$ cat config.mk
export PLATFORM = sky130hd
export DESIGN_NAME = dat_find
export DESIGN_NICKNAME = d
export VERILOG_FILES = /design/src/hdl/dat_pkg.sv /design/src/hdl/dat_find.sv
export SDC_FILE = /design/constraint.sdc
export NUM_CORES = 1
export LEC_CHECK = 0
export BUFFER_PORTS_ARGS = -buffer_cell sky130_fd_sc_hd__buf_4
export CELL_PAD_IN_SITES_DETAIL_PLACEMENT = 1
export CELL_PAD_IN_SITES_GLOBAL_PLACEMENT = 1
export CORE_AREA = 3 3 40 42
export DETAILED_ROUTE_END_ITERATION = 7
export DIE_AREA = 0 0 43 45
export GPL_ROUTABILITY_DRIVEN = 0
export PLACE_DENSITY = 0.72
export SLEW_MARGIN = 20
export SYNTH_ARGS = -nofsm -noshare
export SYNTH_HDL_FRONTEND = slang
export SYNTH_SLANG_ARGS = --single-unit
$ cat constraint.sdc
create_clock -name vclk -period 1.4
set_input_delay 0.28 -clock vclk [all_inputs]
set_output_delay 0.28 -clock vclk [all_outputs]
set_load 0.02 [all_outputs]
$ cat src/hdl/dat_pkg.sv
// Shared types, constants and helper functions for the device address table.
package dat_pkg;

    // Configured number of table entries.
    localparam int ENTRIES = 256;

    // Ids are 8 bits wide, so no entry at or above 256 can ever be reached.
    localparam int DEPTH = (ENTRIES < 256) ? ENTRIES : 256;
    localparam int IDX_W = $clog2(DEPTH);

    // The allocate scan looks at this many occupancy bits per cycle.
    localparam int CHUNK  = (DEPTH < 16) ? DEPTH : 16;
    localparam int NCHUNK = (DEPTH + CHUNK - 1) / CHUNK;
    localparam int OCC_W  = NCHUNK * CHUNK;
    localparam int CNT_W  = (NCHUNK > 1) ? $clog2(NCHUNK) : 1;
    localparam int POS_W  = (CHUNK > 1) ? $clog2(CHUNK) : 1;

    // Operation codes.
    localparam logic [1:0] FUNC_LOOKUP = 2'd0;
    localparam logic [1:0] FUNC_ALLOC  = 2'd1;
    localparam logic [1:0] FUNC_INSERT = 2'd2;

    // Status codes.
    localparam logic [1:0] STAT_OK        = 2'd0;
    localparam logic [1:0] STAT_NOT_FOUND = 2'd1;
    localparam logic [1:0] STAT_FULL      = 2'd2;

    localparam logic [31:0] EMPTY_WORD = 32'hFFFF_FFFF;
    localparam logic [7:0]  FULL_ID    = 8'd255;

    // One request.
    typedef struct packed {
        logic [1:0]  func;
        logic [7:0]  id;
        logic [31:0] device_addr;
    } req_t;

    // One result.
    typedef struct packed {
        logic [31:0] result_addr;
        logic [7:0]  result_id;
        logic [1:0]  status;
    } rsp_t;

    // Outcome of a search over one group of occupancy bits.
    typedef struct packed {
        logic             found;
        logic [POS_W-1:0] pos;
    } find_t;

    // An entry holding zero or all ones counts as empty.
    function automatic logic slot_empty(input logic [31:0] v);
        return (v == 32'd0) || (v == EMPTY_WORD);
    endfunction

    // Ids that allocate may hand out: 1 to 254, and only those inside the table.
    function automatic logic [OCC_W-1:0] alloc_mask();
        logic [OCC_W-1:0] m;
        m = '0;
        for (int i = 0; i < OCC_W; i++)
        begin
            m[i] = (i >= 1) && (i <= 254) && (i < DEPTH);
        end
        return m;
    endfunction

endpackage

$ cat src/hdl/dat_find.sv
// Finds the lowest free id within one group of occupancy bits.
module dat_find
(
    input  logic [dat_pkg::CHUNK-1:0] free_mask,
    output dat_pkg::find_t            hit
);

    // Priority encoder: lowest set bit wins.
    always_comb
    begin
        hit = '0;
        for (int i = dat_pkg::CHUNK - 1; i >= 0; i--)
        begin
            if (free_mask[i])
            begin
                hit.found = 1'b1;
                hit.pos   = dat_pkg::POS_W'(i);
            end
        end
    end

endmodule

==> metrics.cfg <==
[outcome]
status=finished, violations left
violations=negative setup slack

[yosys]
postSynthCellCount=34
yosys.area.top_type_share=0.1714
yosys_warnings=0
synth_fp_nets=50
ys_seq_area_frac=0
synth.distinct_cells=16
yosysTopAreaCell=nor2_1
synth_area_per_cell_sq_um=5.152
synthTopCellsByArea=nor2_1, nand2_1, a21oi_1, a31oi_1, nor4_2
synth_area_sq_um=175.2

[timing]
finalSetupViolCount=4
worst_slew_pin_slew_ps=297.5
fin_ws_ps=-144.8
timing.fmax_ghz=0.6473
hold_viol_final=0
min_period_ps=1545
max_slew_margin=0.8000
finalCritPeriodShare=1.103
maxSlewViolCount=0
whs_ps=935.3
rsz0062_at_grt=true

[global_route]
grt_pass1_wl_mm=1.593
track_usage=0.1028
grt_max_degree=5
grt_antenna_before_repair=0
grt_pass1_vias=413
overflow=0

[placement]
io_buffers=21
dp_hpwl_um=768.9

[floorplanning]
die_height_um=45
dieArea_sq_mm=0.001935
start_util=0.1363
chipWidth_um=43
io_pins=21
core_sq_mm=0.001285
row_count=13

[pwr]
switching_power_uw=64.90
internal-power_uw=86.18
power_density_mw_per_mm2=263.1
p_comb_frac=1.000
ir_worst_vdd_mv=0.1135
power_frac_seq=0
total_power_uw=151.1
power.leakage_uw=0.0002610
pwr-share-clk=0
switching_share=0.4296

[route]
wire_per_inst_um=13.24
first_pass_iters=4
wirelength_mm=1.099
via_count=387
drc=0
detail-route-antenna-nets=0
via_per_inst=4.663
drtIter0Drc=1

[cells_and_area]
diodes=0
final_core_util=0.4469
n_clock_buffer=0
drive_above_1_share=0.6324
fillCellCount=157
final_nets=86
area_delta_synth_final_pct=227.9
seq_cell_count=0
final_common_cell=buf_4
final_cell_mix=buf_4, buf_6, nor2_1
regArea_sq_um=0

[worst_setup_path]
worstSetupPathType=input pin to output pin
end_kind=output pin
cp-start-kind=input pin
cp.required_ps=1120
crit_arrival_ps=1260
cp_max_fo=2

[run]
maxCapViolations=0

[worst_hold_path]
hold_path.class=input pin to output pin

[cts]
hold_buffers=0

[worst max-delay path, stage by stage]
cell and delay (ps):
buf_8 100, nor4_4 270, nand3_1 130, or3_1 340, buf_6 140
[kinds of logic after synthesis]
logic type             after synthesis  synth area share
AOI/OAI and AO/OA                   10            0.3500
and+or+nand+nor                     21            0.5858
buffers and inverters                3           0.06428
[metal layers]
| metal | track usage | vias to the layer above | part of all wire |
|---|---|---|---|
| met2 | 0.2246 | 14 | 0.60 |
| met5 | 0 | - | 0 |
| met3 | 0.01195 | 0 | 0.072 |
| li1 | - | 192 | - |
| met4 | 0 | 0 | 0 |
| met1 | 0.1095 | 181 | 0.33 |
[per-stage QoR]
| stage | TNS, ps | instances | worst slack (ps) | cell area [sq um] |
|---|---|---|---|---|
| after floorplan | 0 | 34 | 57.51 | 175.2 |
| after global placement | -570.0 | 82 | -182.6 | 441.7 |
| after detailed placement | -575.5 | 82 | -198.8 | 441.7 |
| after CTS | -312.2 | 83 | -141.3 | 511.7 |
| after global routing | -577.3 | 83 | -201.3 | 574.3 |
| final | -351.1 | 83 | -144.8 | 574.3 |
[power by group through the flow]
stage          Sequential, uW  Combinational [uW]  Clock (uW)
3_5_place_dp                0                 112           0
2_1_floorplan               0                30.9           0
5_1_grt                     0                 163           0
3_3_place_gp                0                 110           0
4_1_cts                     0                 131           0
6_report                    0                 151           0
[final timing paths]
kind,startpoint,end,cells after the start
max,free_mask[6],hit[4],5
min,free_mask[0],hit[0],4
[synthesized netlist by cell type]
library cell and count:
or3_1 1, nor3_1 1, or2b_1 1, nand3_1 2, inv_1 3, o21ai_0 2
nor4_2 1, nand2_1 5, and3_1 1, nor2_1 8, o22ai_1 1, nor4_1 1
a31oi_1 2, o31ai_1 1, o311a_1 1, a21oi_1 3
[area by class of cell]
class                           instances  area, sq um  share of cell area
Multi-Input combinational cell         31        232.7              0.4052
Tap cell                               15        18.77             0.03268
Inverter                                3        11.26             0.01961
Timing Repair Buffer                   34        311.5              0.5425
[timing repair]
| action | in CTS | in global routing |
|---|---|---|
| resized for setup | 16 | 11 |
| setup endpoints to repair | 5 | 5 |
| pin swaps | 7 | 7 |
| setup buffers | 1 | 0 |
| cloned | 0 | 0 |
Note: power is estimated with default switching activity, not from simulation.
